**src/sv/rgbmx_pkg.sv**
```systemverilog
`timescale 1ns / 1ps
// ----------------------------------------------------------------------------
// RGB matrix scan driver package
// Shared constants and the command and status groups between the controller
// and the datapath of the LED matrix scan driver.
// ----------------------------------------------------------------------------
package rgbmx_pkg;

   localparam int ROWS_DEFAULT    = 8;
   localparam int COLUMNS_DEFAULT = 24;

   localparam int LEVEL_W       = 3;
   localparam int STEP_W        = 3;
   localparam int GROUP_W       = 8;
   localparam int SHOWN_COLUMNS = 24;

   localparam logic [7:0] DATA_FLAG      = 8'h80;
   localparam logic [7:0] LOW_PIX_MASK   = 8'h07;
   localparam logic [7:0] HIGH_PIX_MASK  = 8'h38;
   localparam logic [7:0] CMD_CLEAR      = 8'hFA;
   localparam logic [7:0] CMD_SHOW       = 8'hFB;
   localparam logic [7:0] ROWS_OFF       = 8'hFF;
   localparam logic [STEP_W-1:0] STEP_LAST = 3'd7;

   // Commands from the controller to the datapath.
   typedef struct packed {
      logic tick_adv;
      logic load_byte;
      logic ptr_clear;
      logic pix_read_wr;
      logic pix_read_sweep;
      logic pix_write;
      logic sel_high;
      logic clear_row;
      logic copy_row;
      logic disp_fetch;
      logic show;
   } cmd_type;

   // Status from the datapath to the controller.
   typedef struct packed {
      logic ptr_end;
      logic ptr_last;
      logic sweep_last;
   } status_type;

endpackage

```
**src/sv/rgbmx_datapath.sv**
```systemverilog
`timescale 1ns / 1ps
// ----------------------------------------------------------------------------
// RGB matrix scan driver datapath
// Pixel and display stores, the write pointer, the scan counters and the
// column comparators with the result registers.
// ----------------------------------------------------------------------------
module rgbmx_datapath #(
   parameter int ROWS    = rgbmx_pkg::ROWS_DEFAULT,
   parameter int COLUMNS = rgbmx_pkg::COLUMNS_DEFAULT
) (
   input  logic                 clock,
   input  logic                 reset,
   input  rgbmx_pkg::cmd_type   cmd,
   output rgbmx_pkg::status_type status,
   input  logic [7:0]           rx_byte,
   output logic                 rsp_strobe,
   output logic [7:0]           rsp_row_drive,
   output logic [7:0]           rsp_col_group0,
   output logic [7:0]           rsp_col_group1,
   output logic [7:0]           rsp_col_group2
);

   localparam int LEVEL_W   = rgbmx_pkg::LEVEL_W;
   localparam int STEP_W    = rgbmx_pkg::STEP_W;
   localparam int ROW_W     = $clog2(ROWS);
   localparam int PTR_ROW_W = $clog2(ROWS + 1);
   localparam int COL_W     = $clog2(COLUMNS);
   localparam int LINE_W    = COLUMNS * LEVEL_W;
   localparam int SHOWN     = rgbmx_pkg::SHOWN_COLUMNS;
   localparam int PAD_COLS  = (COLUMNS > SHOWN) ? COLUMNS : SHOWN;
   localparam int PAD_W     = PAD_COLS * LEVEL_W;

   logic [LINE_W-1:0] pix_store_ff  [ROWS];
   logic [LINE_W-1:0] disp_store_ff [ROWS];

   logic [7:0]           byte_ff;
   logic [PTR_ROW_W-1:0] wr_row_ff, wr_row_in;
   logic [COL_W-1:0]     wr_col_ff, wr_col_in;
   logic [ROW_W-1:0]     sweep_ff, sweep_in;
   logic [ROW_W-1:0]     row_ff, row_in;
   logic [STEP_W-1:0]    step_ff, step_in;
   logic [7:0]           row_sel_ff, row_sel_in;
   logic [LINE_W-1:0]    pix_rd_ff;
   logic [LINE_W-1:0]    disp_rd_ff;
   logic                 strobe_ff;
   logic [7:0]           row_drive_ff;
   logic [7:0]           col0_ff, col1_ff, col2_ff;

   logic                 col_last;
   logic [ROW_W-1:0]     row_next;
   logic [LEVEL_W-1:0]   new_level;
   logic [LINE_W-1:0]    line_mod;
   logic [ROW_W-1:0]     pix_raddr;
   logic [ROW_W-1:0]     pix_waddr;
   logic [LINE_W-1:0]    pix_wdata;
   logic                 pix_we;
   logic                 disp_we;
   logic [LINE_W-1:0]    disp_wdata;
   logic [PAD_W-1:0]     padded;
   logic [SHOWN-1:0]     col_on;

   assign col_last = (wr_col_ff == COL_W'(COLUMNS - 1));

   assign status.ptr_end    = (wr_row_ff == PTR_ROW_W'(ROWS));
   assign status.ptr_last   = (wr_row_ff == PTR_ROW_W'(ROWS - 1)) && col_last;
   assign status.sweep_last = (sweep_ff == ROW_W'(ROWS - 1));

   // Level of the pixel being written: low or high field of the byte.
   always_comb begin
      if (cmd.sel_high) begin
         new_level = LEVEL_W'((byte_ff & rgbmx_pkg::HIGH_PIX_MASK) >> LEVEL_W);
      end else begin
         new_level = LEVEL_W'(byte_ff & rgbmx_pkg::LOW_PIX_MASK);
      end
   end

   // Merge the new level into the row that was read.
   always_comb begin
      line_mod = pix_rd_ff;
      for (int c = 0; c < COLUMNS; c++) begin
         if (wr_col_ff == COL_W'(c)) begin
            line_mod[c*LEVEL_W +: LEVEL_W] = new_level;
         end
      end
   end

   assign pix_raddr  = cmd.pix_read_wr ? wr_row_ff[ROW_W-1:0] : sweep_ff;
   assign pix_we     = cmd.pix_write | cmd.clear_row;
   assign pix_waddr  = cmd.clear_row ? sweep_ff : wr_row_ff[ROW_W-1:0];
   assign pix_wdata  = cmd.clear_row ? '0 : line_mod;
   assign disp_we    = cmd.clear_row | cmd.copy_row;
   assign disp_wdata = cmd.clear_row ? '0 : pix_rd_ff;

   // Next pointer, sweep and scan values.
   always_comb begin
      wr_row_in = wr_row_ff;
      wr_col_in = wr_col_ff;
      if (cmd.ptr_clear) begin
         wr_row_in = '0;
         wr_col_in = '0;
      end else if (cmd.pix_write) begin
         if (col_last) begin
            wr_col_in = '0;
            wr_row_in = wr_row_ff + 1'b1;
         end else begin
            wr_col_in = wr_col_ff + 1'b1;
         end
      end

      sweep_in = sweep_ff;
      if (cmd.clear_row | cmd.copy_row) begin
         sweep_in = status.sweep_last ? '0 : sweep_ff + 1'b1;
      end

      row_next = (row_ff == ROW_W'(ROWS - 1)) ? '0 : row_ff + 1'b1;
      step_in    = step_ff;
      row_in     = row_ff;
      row_sel_in = row_sel_ff;
      if (cmd.tick_adv) begin
         step_in = step_ff + 1'b1;
         if (step_ff == rgbmx_pkg::STEP_LAST) begin
            row_in = row_next;
            if (32'(row_next) < 32'(rgbmx_pkg::GROUP_W)) begin
               row_sel_in = ~(8'd1 << row_next);
            end else begin
               row_sel_in = rgbmx_pkg::ROWS_OFF;
            end
         end
      end
   end

   // Column comparators; columns past the store read as level zero.
   always_comb begin
      padded = PAD_W'(disp_rd_ff);
      for (int i = 0; i < SHOWN; i++) begin
         col_on[i] = (padded[i*LEVEL_W +: LEVEL_W] > LEVEL_W'(step_ff));
      end
   end

   always_ff @(posedge clock) begin
      if (reset) begin
         wr_row_ff  <= '0;
         wr_col_ff  <= '0;
         sweep_ff   <= '0;
         row_ff     <= '0;
         step_ff    <= '0;
         row_sel_ff <= rgbmx_pkg::ROWS_OFF;
         strobe_ff  <= 1'b0;
      end else begin
         wr_row_ff  <= wr_row_in;
         wr_col_ff  <= wr_col_in;
         sweep_ff   <= sweep_in;
         row_ff     <= row_in;
         step_ff    <= step_in;
         row_sel_ff <= row_sel_in;
         strobe_ff  <= cmd.show;
      end
   end

   always_ff @(posedge clock) begin
      if (cmd.load_byte) begin
         byte_ff <= rx_byte;
      end
      if (cmd.show) begin
         row_drive_ff <= row_sel_ff;
         col0_ff      <= col_on[7:0];
         col1_ff      <= col_on[15:8];
         col2_ff      <= col_on[23:16];
      end
   end

   // Stores: one write and one registered read each.
   always_ff @(posedge clock) begin
      if (cmd.pix_read_wr | cmd.pix_read_sweep) begin
         pix_rd_ff <= pix_store_ff[pix_raddr];
      end
      if (pix_we) begin
         pix_store_ff[pix_waddr] <= pix_wdata;
      end
   end

   always_ff @(posedge clock) begin
      if (cmd.disp_fetch) begin
         disp_rd_ff <= disp_store_ff[row_ff];
      end
      if (disp_we) begin
         disp_store_ff[sweep_ff] <= disp_wdata;
      end
   end

   assign rsp_strobe     = strobe_ff;
   assign rsp_row_drive  = row_drive_ff;
   assign rsp_col_group0 = col0_ff;
   assign rsp_col_group1 = col1_ff;
   assign rsp_col_group2 = col2_ff;

endmodule

```
**src/sv/rgbmx_ctrl.sv**
```systemverilog
`timescale 1ns / 1ps
// ----------------------------------------------------------------------------
// RGB matrix scan driver controller
// Decodes each item and sequences the datapath through pixel writes, store
// sweeps and scan ticks.
// ----------------------------------------------------------------------------
module rgbmx_ctrl (
   input  logic                  clock,
   input  logic                  reset,
   input  logic                  start,
   input  logic                  operation,
   input  logic [7:0]            rx_byte,
   input  rgbmx_pkg::status_type status,
   output rgbmx_pkg::cmd_type    cmd,
   output logic                  busy
);

   typedef enum logic [7:0] {
      ST_IDLE     = 8'b0000_0001,
      ST_CLEAR    = 8'b0000_0010,
      ST_COPY_RD  = 8'b0000_0100,
      ST_COPY_WR  = 8'b0000_1000,
      ST_PIX_RD   = 8'b0001_0000,
      ST_PIX_WR   = 8'b0010_0000,
      ST_TK_FETCH = 8'b0100_0000,
      ST_TK_SHOW  = 8'b1000_0000
   } state_type;

   state_type state_ff, state_in;
   logic      half_ff, half_in;

   assign busy = (state_ff != ST_IDLE);

   always_comb begin
      state_in = state_ff;
      half_in  = half_ff;
      cmd      = '0;
      case (state_ff)
         ST_IDLE: begin
            if (start) begin
               if (operation) begin
                  cmd.tick_adv = 1'b1;
                  state_in     = ST_TK_FETCH;
               end else if ((rx_byte & rgbmx_pkg::DATA_FLAG) == 8'h00) begin
                  if (!status.ptr_end) begin
                     cmd.load_byte = 1'b1;
                     half_in       = 1'b0;
                     state_in      = ST_PIX_RD;
                  end
               end else if (rx_byte == rgbmx_pkg::CMD_CLEAR) begin
                  cmd.ptr_clear = 1'b1;
                  state_in      = ST_CLEAR;
               end else if (rx_byte == rgbmx_pkg::CMD_SHOW) begin
                  cmd.ptr_clear = 1'b1;
                  state_in      = ST_COPY_RD;
               end
            end
         end
         ST_CLEAR: begin
            cmd.clear_row = 1'b1;
            if (status.sweep_last) begin
               state_in = ST_IDLE;
            end
         end
         ST_COPY_RD: begin
            cmd.pix_read_sweep = 1'b1;
            state_in           = ST_COPY_WR;
         end
         ST_COPY_WR: begin
            cmd.copy_row = 1'b1;
            state_in     = status.sweep_last ? ST_IDLE : ST_COPY_RD;
         end
         ST_PIX_RD: begin
            cmd.pix_read_wr = 1'b1;
            state_in        = ST_PIX_WR;
         end
         ST_PIX_WR: begin
            cmd.pix_write = 1'b1;
            cmd.sel_high  = half_ff;
            if (!half_ff && !status.ptr_last) begin
               half_in  = 1'b1;
               state_in = ST_PIX_RD;
            end else begin
               state_in = ST_IDLE;
            end
         end
         ST_TK_FETCH: begin
            cmd.disp_fetch = 1'b1;
            state_in       = ST_TK_SHOW;
         end
         ST_TK_SHOW: begin
            cmd.show = 1'b1;
            state_in = ST_IDLE;
         end
         default: begin
            state_in = ST_IDLE;
         end
      endcase
   end

   // After reset both stores are swept to zero before the first item.
   always_ff @(posedge clock) begin
      if (reset) begin
         state_ff <= ST_CLEAR;
         half_ff  <= 1'b0;
      end else begin
         state_ff <= state_in;
         half_ff  <= half_in;
      end
   end

endmodule

```
**src/sv/rgb_matrix_pwm_scan_driver_core.sv**
```systemverilog
`timescale 1ns / 1ps
// ----------------------------------------------------------------------------
// RGB matrix PWM scan driver
// Multiplexed PWM scan driver for an LED matrix with a 3-bit level per pixel.
// ----------------------------------------------------------------------------
// An item is taken when start is high and busy is low; each tick item gives
// one result, shown for a single cycle with rsp_strobe high, and the receiver
// cannot stall it, so it must capture the result in that cycle. A tick
// advances the scan on acceptance, then reads the display row and then
// compares the levels for the strobe. A data byte writes one pixel, or two,
// each pixel a read-modify-write of one row of the pixel store. Command 0xFA
// sweeps ROWS rows, and command 0xFB copies row by row, each row a registered
// read of the pixel store and then a write of the display store. After reset
// a clearing pass zeroes both stores while busy stays high. Other bytes, and
// data bytes once the store is full, leave the controller idle and give no
// result.
// The pixel and display stores hold one row per word. Columns beyond 24 are
// kept but not shown; missing columns read as level zero. Rows from eight
// upward leave all row drive bits high.
// ----------------------------------------------------------------------------
module rgb_matrix_pwm_scan_driver_core #(
   parameter int ROWS    = rgbmx_pkg::ROWS_DEFAULT,
   parameter int COLUMNS = rgbmx_pkg::COLUMNS_DEFAULT
) (
   input  logic       clock,
   input  logic       reset,
   input  logic       start,
   output logic       busy,
   input  logic       req_operation,
   input  logic [7:0] req_rx_byte,
   output logic       rsp_strobe,
   output logic [7:0] rsp_row_drive,
   output logic [7:0] rsp_col_group0,
   output logic [7:0] rsp_col_group1,
   output logic [7:0] rsp_col_group2
);

   rgbmx_pkg::cmd_type    cmd;
   rgbmx_pkg::status_type status;

   // The controller decodes the item at the port; the datapath latches the
   // byte in the same cycle for the pixel writes that follow.
   rgbmx_ctrl u_ctrl (
      .clock     (clock),
      .reset     (reset),
      .start     (start),
      .operation (req_operation),
      .rx_byte   (req_rx_byte),
      .status    (status),
      .cmd       (cmd),
      .busy      (busy)
   );

   rgbmx_datapath #(
      .ROWS    (ROWS),
      .COLUMNS (COLUMNS)
   ) u_datapath (
      .clock          (clock),
      .reset          (reset),
      .cmd            (cmd),
      .status         (status),
      .rx_byte        (req_rx_byte),
      .rsp_strobe     (rsp_strobe),
      .rsp_row_drive  (rsp_row_drive),
      .rsp_col_group0 (rsp_col_group0),
      .rsp_col_group1 (rsp_col_group1),
      .rsp_col_group2 (rsp_col_group2)
   );

`ifndef SYNTHESIS
   // Every result comes from an accepted tick item via the fetch and show states.
   a_strobe_from_tick: assert property (@(posedge clock) disable iff (reset)
      rsp_strobe |-> $past(start && !busy && req_operation, 3))
      else $error("result without a matching tick item");

   // Two results can never fall in adjacent cycles.
   a_strobe_spacing: assert property (@(posedge clock) disable iff (reset)
      rsp_strobe |=> !rsp_strobe)
      else $error("results in adjacent cycles");

   // At most one row is ever driven.
   a_row_onehot: assert property (@(posedge clock) disable iff (reset)
      rsp_strobe |-> ($countones(~rsp_row_drive) <= 1))
      else $error("more than one row driven");

   // A pixel write never happens with the store already full.
   a_write_in_range: assert property (@(posedge clock) disable iff (reset)
      cmd.pix_write |-> !status.ptr_end)
      else $error("pixel write past the end of the store");
`endif

endmodule
```
**config.mk**
```make
export PLATFORM = sky130hd
export DESIGN_NAME = rgb_matrix_pwm_scan_driver_core
export DESIGN_NICKNAME = d
export VERILOG_FILES = /design/src/sv/rgbmx_pkg.sv /design/src/sv/rgbmx_datapath.sv /design/src/sv/rgbmx_ctrl.sv /design/src/sv/rgb_matrix_pwm_scan_driver_core.sv
export SDC_FILE = /design/constraint.sdc
export NUM_CORES = 1
export LEC_CHECK = 0
export BUFFER_PORTS_ARGS = -buffer_cell sky130_fd_sc_hd__buf_2
export CAP_MARGIN = 20
export CORE_UTILIZATION = 60
export DETAILED_ROUTE_END_ITERATION = 8
export PLACE_DENSITY = 0.76
export SLEW_MARGIN = 20
export SYNTH_ARGS = -nofsm -noshare
export SYNTH_HDL_FRONTEND = slang
export SYNTH_SLANG_ARGS = --single-unit
```
**constraint.sdc**
```tcl
create_clock -name clock -period 12.2 [get_ports clock]
set_input_delay 2.44 -clock clock [delete_from_list [all_inputs] [get_ports clock]]
set_output_delay 2.44 -clock clock [all_outputs]
set_load 0.1 [all_outputs]
```
After elaboration in Yosys (flattened, before gate mapping). Memory sizes are Yosys's and may differ from the RTL's. A register that Yosys moved wholly into a read port is not among the register bits. Index checks and enable logic that the tools add are counted.

Input bits: 12. Bits in registers: 74. Logic and storage cells: 177. Bits in read-only memories: 0. Memories kept: 2. Output and inout bits: 34. Bits in latches: 0. Bits in writable memories: 1152.

Memories: u_datapath.disp_store_ff (words 8, width 72, rd ports 1, clocked after memory_dff 1, wr ports 1, RTL line rgbmx_datapath.sv:34) `logic [LINE_W-1:0] disp_store_ff [ROWS];`; u_datapath.pix_store_ff (words 8, width 72, rd ports 1, clocked after memory_dff 1, wr ports 1, RTL line rgbmx_datapath.sv:33) `logic [LINE_W-1:0] pix_store_ff [ROWS];`.

Multiplexer cells: 68. Add/sub/neg operators: 5. Multipliers: 0. Div/mod/pow operators: 0. Bitwise gates (word level): 4. Equal/unequal tests: 47. Reduce and logical (&&, ||, !) cells: 12. Shift operators: 1. Magnitude comparators: 24.

Operators with widths (number): 72-bit two-way mux (2); 3-bit two-way mux (32); 3-bit > comparator (24); 8-bit two-way mux (7); 8-bit case mux with 7 select lines (1); 5-bit by 4-bit equality test with 1-bit output (second input constant) (8); 5-bit equality test (second input constant) (8); 8-bit equality test (second input constant) (3); 1-bit two-way mux (21); 5-bit by 3-bit equality test with 1-bit output (second input constant) (4); 5-bit by 2-bit equality test with 1-bit output (second input constant) (2); 5-bit two-way mux (2); 3-bit by 1-bit adder with 3-bit output (second input constant) (3); 3-bit equality test (second input constant) (3); 8-bit by 1-bit equality test with 1-bit output (second input constant) (1); 8-bit by 2-bit equality test with 1-bit output (second input constant) (1); 8-bit by 3-bit equality test with 1-bit output (second input constant) (1); 8-bit by 4-bit equality test with 1-bit output (second input constant) (1); 8-bit by 5-bit equality test with 1-bit output (second input constant) (1); 8-bit by 6-bit equality test with 1-bit output (second input constant) (1); 8-bit by 7-bit equality test with 1-bit output (second input constant) (1); 8-bit logical NOT (1); 8-bit by 1-bit inequality test with 1-bit output (second input constant) (1); 8-bit NOT (1); other kinds (21) (31).

Logic depth before layout (Yosys ltp).
Depth in word-level cells: 8. Mapped depth: 11. Gate-level depth less buffers: 7.

By module. Synthesis repeated with hierarchy kept, for this count alone.

Cells, all modules: 3384. Area, all modules: 56291.5 um2.

Modules (own cells, without submodules): rgbmx_datapath (seq. area each 40598.9 um2, instances 1, cells each 3313, area an instance 55697.2 um2); rgbmx_ctrl (seq. area each 180.2 um2, instances 1, cells each 71, area an instance 594.3 um2).

Worst setup path after synthesis. No wires, ideal clock.

Kind: flip-flop to flip-flop. From: register u_ctrl.state_ff[5]. To: memory u_datapath.disp_store_ff[0][0] (netlist bit), enable pin. Arrival time: 8.102 ns. Library setup time: 0.679 ns. Data required time: 11.521 ns. Clock period less this slack: 8.781 ns. Path slack: 3.419 ns. Buffers on the path: 2. Stages on the path, launching flop included: 7. Cells stage by stage: dfxtp_1 buf_2 nor4_4 nand4b_1 and2_1 clkbuf_1 nor4_1.

Cells in the longest elaborated chain, start to end: 5. Elaborated cells between the ends (all ways): 7. Classes of those cells: 2 x eq/ne; 4 x mux; 1 x bitwise.

Ends and longest elaborated chain: from (decl) (RTL line rgbmx_ctrl.sv:29) `state_type state_ff, state_in;`; from (signal assigned) (RTL line rgbmx_ctrl.sv:107) `state_ff <= state_in;`; 8-bit by 2-bit equality test with 1-bit output / 8-bit by 4-bit equality test with 1-bit output (equally long branches) (RTL line rgbmx_ctrl.sv:38) `case (state_ff)`; 1-bit two-way mux (RTL line rgbmx_ctrl.sv:38); 1-bit OR (*) (RTL line rgbmx_datapath.sv:91) `assign disp_we = cmd.clear_row | cmd.copy_row;`; 1-bit two-way mux (*) (RTL line rgbmx_datapath.sv:186) `if (disp_we) begin`; 1-bit two-way mux (implied by the code) (*) (RTL line rgbmx_datapath.sv:187) `disp_store_ff[sweep_ff] <= disp_wdata;`; to (decl) (RTL line rgbmx_datapath.sv:34).

Mark *: on every way between the ends. The rest lies on a longest branch, timed or not.

Worst setup path in the final report.
From: register u_ctrl.state_ff[1]. To: output port busy.

Cells in the longest elaborated chain, start to end: 1.

Ends and longest elaborated chain: 8-bit by 1-bit inequality test with 1-bit output (RTL line rgbmx_ctrl.sv:32) `assign busy = (state_ff != ST_IDLE);`; to (decl) (RTL line rgb_matrix_pwm_scan_driver_core.sv:28) `output logic busy,`.

Every way passes these cells.

==> results.py <==
metrics = {
    "finish": {
        "stdcell_count": 4570,
        "footprint_of_the_multi_input_gates_um2": 12800,
        "finish.instance_area_um2": 61100,
        "n_fill_cell": 5584,
        "area_delta_synth_final_pct": 10.6,
        "fin_nets": 3385,
        "final_layout_size_suffix_gt1_share_pct": 18.4,
        "antennaDiodeCount": 0,
        "final_core_utilization_pct": 67.4,
        "sequential_cell_area_um2": 40800,
    },
    "global_route": {
        "largest_net_degree_at_the_start_of_global_routing": 111,
        "grt_pass1_wl_mm": 182,
        "first_global_vias": 30107,
        "groute.usage.overall_pct": 26.1,
        "globalRouteOverflowTotal": 0,
        "antenna_found_initial": 8,
    },
    "synthesis": {
        "syn_inst": 3253,
        "top_cells_by_instance_count_after_synthesis": "sky130_fd_sc_hd__edfxtp_1, sky130_fd_sc_hd__inv_1, sky130_fd_sc_hd__nand3_1, sky130_fd_sc_hd__o211ai_1, sky130_fd_sc_hd__mux2_2",
        "most_common_cell_in_the_synthesized_netlist": "sky130_fd_sc_hd__edfxtp_1",
        "synth.cell_area_um2": 55200,
        "share_of_the_synthesized_area_in_the_top_cell_type_pct": 72.5,
        "yosys.area_share.xor_xnor_pct": 0.127,
        "synth_seq_area_share_pct": 73.8,
        "syn-num-nets": 3350,
        "yosys-mux-area-fraction_pct": 9.03,
        "compound_cell_area_share_of_the_yosys_netlist_pct": 6.71,
        "number_of_synthesized_flops_with_an_enable_pin": 1334,
        "simple_gate_area_share_of_the_yosys_netlist_pct": 4.99,
        "synth_async_sr_flop_share_pct": 0,
        "synthTopCellsByArea": "sky130_fd_sc_hd__edfxtp_1, sky130_fd_sc_hd__mux4_2, sky130_fd_sc_hd__mux2_2",
        "synth_top_family_by_area": "multiplexers",
        "synthDistinctLibCells": 56,
        "synth-adder-area-share_pct": 1.93,
        "yosysWarningCount": 0,
        "synth_flop_cell": "sky130_fd_sc_hd__edfxtp_1",
        "ys_seq_elements": 1370,
        "synthDominantAreaCellType": "sky130_fd_sc_hd__edfxtp_1",
        "synth_area_per_cell_um2": 17.0,
    },
    "clock_tree": {
        "number_of_buffers_added_to_fix_hold_violations_after_cts": 0,
        "clockBufferDepth": 3,
        "cts_made_buffers": 136,
        "h-tree-depth": 4,
        "clock-sinks": 1370,
        "post_cts_resized": 0,
        "cts_setup_buffers": 0,
        "clockRootBuffer": "sky130_fd_sc_hd__clkbuf_16",
        "clock_insertion_delay_worst_skew_ps": 740,
        "path_clk_slew_ps": 60,
        "cts_tree": "done",
    },
    "place": {
        "detailed_place_hpwl_mm": 64.4,
        "dpl-instance-area_um2": 56700,
        "dp_cells": 4326,
        "final_weighted_congestion_of_routability_driven_global_placement": 0.827,
        "placement.io_buffers": 45,
        "pre_cts_ws_ps": 7720,
    },
    "route": {
        "detail_route.first_pass.iterations": 5,
        "met2_length_mm": 59.0,
        "drt-initial-drc-count": 3245,
        "route.top_layer_used": "met5",
        "routed_via_density": 6.51,
        "routedWlPerCell_um": 26.4,
        "detail_route.drc_violations": 0,
        "total_vias_in_the_final_route": 29740,
        "final_antenna_net_count": 0,
        "wire_length_on_met3_mm": 10.7,
        "routed_wirelength_mm": 121,
        "wl_met1_mm": 47.5,
    },
    "timing": {
        "timing_max_transition_violations_final": 0,
        "worst_pin_slew_ps": 1080,
        "final_period_demand_of_the_worst_path_ps": 5130,
        "grt_setup_unrepaired": "false",
        "hold_violations": 0,
        "setup_slack_ps": 7070,
        "max_freq_mhz": 195,
        "setup_violations": 0,
        "layout_worst_path_cycle_share_pct": 42.0,
        "tns_ps": 0,
        "worst_clock_skew_ps": 26.5,
        "relSlewSlack_pct": 27.7,
        "worst_hold_slack_ps": 434,
    },
    "floorplan": {
        "fp.dieW_um": 305,
        "placeableCoreArea_um2": 90600,
        "initial_utilization_pct": 61.0,
        "die_height_um": 305,
        "dieArea_um2": 93300,
        "floorplan.io_pins": 46,
        "rows": 110,
    },
    "power": {
        "cellPowerDensity_nw_per_um2": 185,
        "vdd_ir_drop_max_v": 0.000161,
        "cellLeakagePower_nw": 20.6,
        "design_power_total_mw": 11.3,
    },
    "critical_path": {
        "critical_path_sink_type": "primary output",
        "timing.setup.critical_path_class": "reg2out",
        "critical_path_arrival_ps": 2690,
        "critical-path-top-delay-family": "simple AND/OR/NAND/NOR gates",
        "cp.buffers_inverters": 2,
        "cp_cell_sequence": "or4b_2 -> nor2_1 -> inv_1 -> buf_2",
        "timing.critical_path.slowest_stage_cell": "sky130_fd_sc_hd__or4b_2",
        "worst_setup_path_start_kind": "flip-flop",
        "rrSetupSlack_ps": 7880,
        "crit_fanout": 11,
        "cp_slowest_stage_delay_ps": 720,
        "worst_ep_required_time_ps": 9760,
    },
    "min_path": {
        "worstHoldPathType": "reg2reg",
    },
    "job": {
        "timing.max_cap.violations": 0,
    },
    "outcome": {
        "status": "complete, no violations",
    },
}
sequential cells by signal, summed over array words and instances (netlist names):
name and count:
u_datapath.rsp_col_group0 8, u_datapath.rsp_row_drive 8, u_datapath.pix_rd_ff 72, u_datapath.disp_rd_ff 72
u_datapath.sweep_ff 3, u_datapath.row_sel_ff 8, u_datapath.rsp_col_group1 8, u_ctrl.half_ff 1
u_ctrl.state_ff 8, u_datapath.byte_ff 6, u_datapath.pix_store_ff 576, u_datapath.wr_row_ff 4
u_datapath.disp_store_ff 576, u_datapath.step_ff 3, u_datapath.row_ff 3, u_datapath.rsp_strobe 1
u_datapath.rsp_col_group2 8, u_datapath.wr_col_ff 5
final cells by class:
cell class              instances  share of cell area, %
clock buffers                 175                   6.05
inverters                     277                   1.70
well taps                    1176                   2.41
flip-flops and latches       1370                   66.8
clock inverters                69                   1.05
repair buffers                 98                   1.04
multi-input cells            1405                   20.9
layer usage:
layer  up-vias  track usage [%]
li1      12844                -
met1     15138             36.0
met2      1505             42.5
met3       247             4.15
met4         6             9.71
met5         -                0
path summary, 6_finish.rpt:
| check | from | cells past startpoint | endpoint |
|---|---|---|---|
| min | u_datapath.row_sel_ff[2] | 0 | u_datapath.rsp_row_drive[2] |
| min reg2reg | u_datapath.row_sel_ff[2] | 0 | u_datapath.rsp_row_drive[2] |
| max | u_ctrl.state_ff[1] | 4 | busy |
| max reg2reg | u_datapath.row_ff[0] | 5 | u_datapath.disp_rd_ff[41] |
cells in the final DEF (no fill, tap or decap), types with 10 or more instances in the layout:
| master | Yosys | final |
|---|---|---|
| sky130_fd_sc_hd__edfxtp_1 | 1334 | 1334 |
| sky130_fd_sc_hd__inv_1 | 277 | 275 |
| sky130_fd_sc_hd__nand3_1 | 223 | 223 |
| sky130_fd_sc_hd__o211ai_1 | 216 | 216 |
| sky130_fd_sc_hd__mux2_2 | 147 | 147 |
| sky130_fd_sc_hd__mux4_2 | 144 | 144 |
| sky130_fd_sc_hd__clkbuf_16 | 0 | 140 |
| sky130_fd_sc_hd__nor2_1 | 135 | 124 |
| sky130_fd_sc_hd__ha_1 | 85 | 85 |
| sky130_fd_sc_hd__and2_1 | 75 | 74 |
| sky130_fd_sc_hd__a211oi_1 | 72 | 72 |
| sky130_fd_sc_hd__o2111a_1 | 72 | 72 |
| sky130_fd_sc_hd__buf_4 | 0 | 50 |
| sky130_fd_sc_hd__buf_2 | 43 | 45 |
| sky130_fd_sc_hd__a21oi_1 | 36 | 36 |
| sky130_fd_sc_hd__dfxtp_1 | 36 | 33 |
| sky130_fd_sc_hd__clkbuf_1 | 137 | 29 |
| sky130_fd_sc_hd__a31oi_1 | 28 | 28 |
| sky130_fd_sc_hd__a21o_1 | 24 | 24 |
| sky130_fd_sc_hd__clkinv_2 | 0 | 24 |
| sky130_fd_sc_hd__nand2_1 | 23 | 23 |
| sky130_fd_sc_hd__clkinv_1 | 0 | 22 |
| sky130_fd_sc_hd__nor3_1 | 21 | 16 |
| sky130_fd_sc_hd__nand2b_1 | 12 | 12 |
| sky130_fd_sc_hd__nor2_4 | 0 | 11 |
| sky130_fd_sc_hd__bufinv_16 | 0 | 10 |
power breakdown:
group	leakage, nW	internal, mW	switching (mW)
clock	2.13	2.35	1.70
combinational	5.72	0.460	0.881
sequential	12.7	5.78	0.104
total	20.6	8.59	2.68
logic make-up (layout without fill, tap and decap cells):
group	Yosys count	in the layout
multiplexers	300	300
buffers and inverters	478	619
flip-flops	1370	1370
adder cells (fa/ha/maj)	85	85
XOR/XNOR	8	8
AND/OR/NAND/NOR	538	538
AO/OA/AOI/OAI	474	474
No activity file was read; power rests on OpenSTA's default activity.
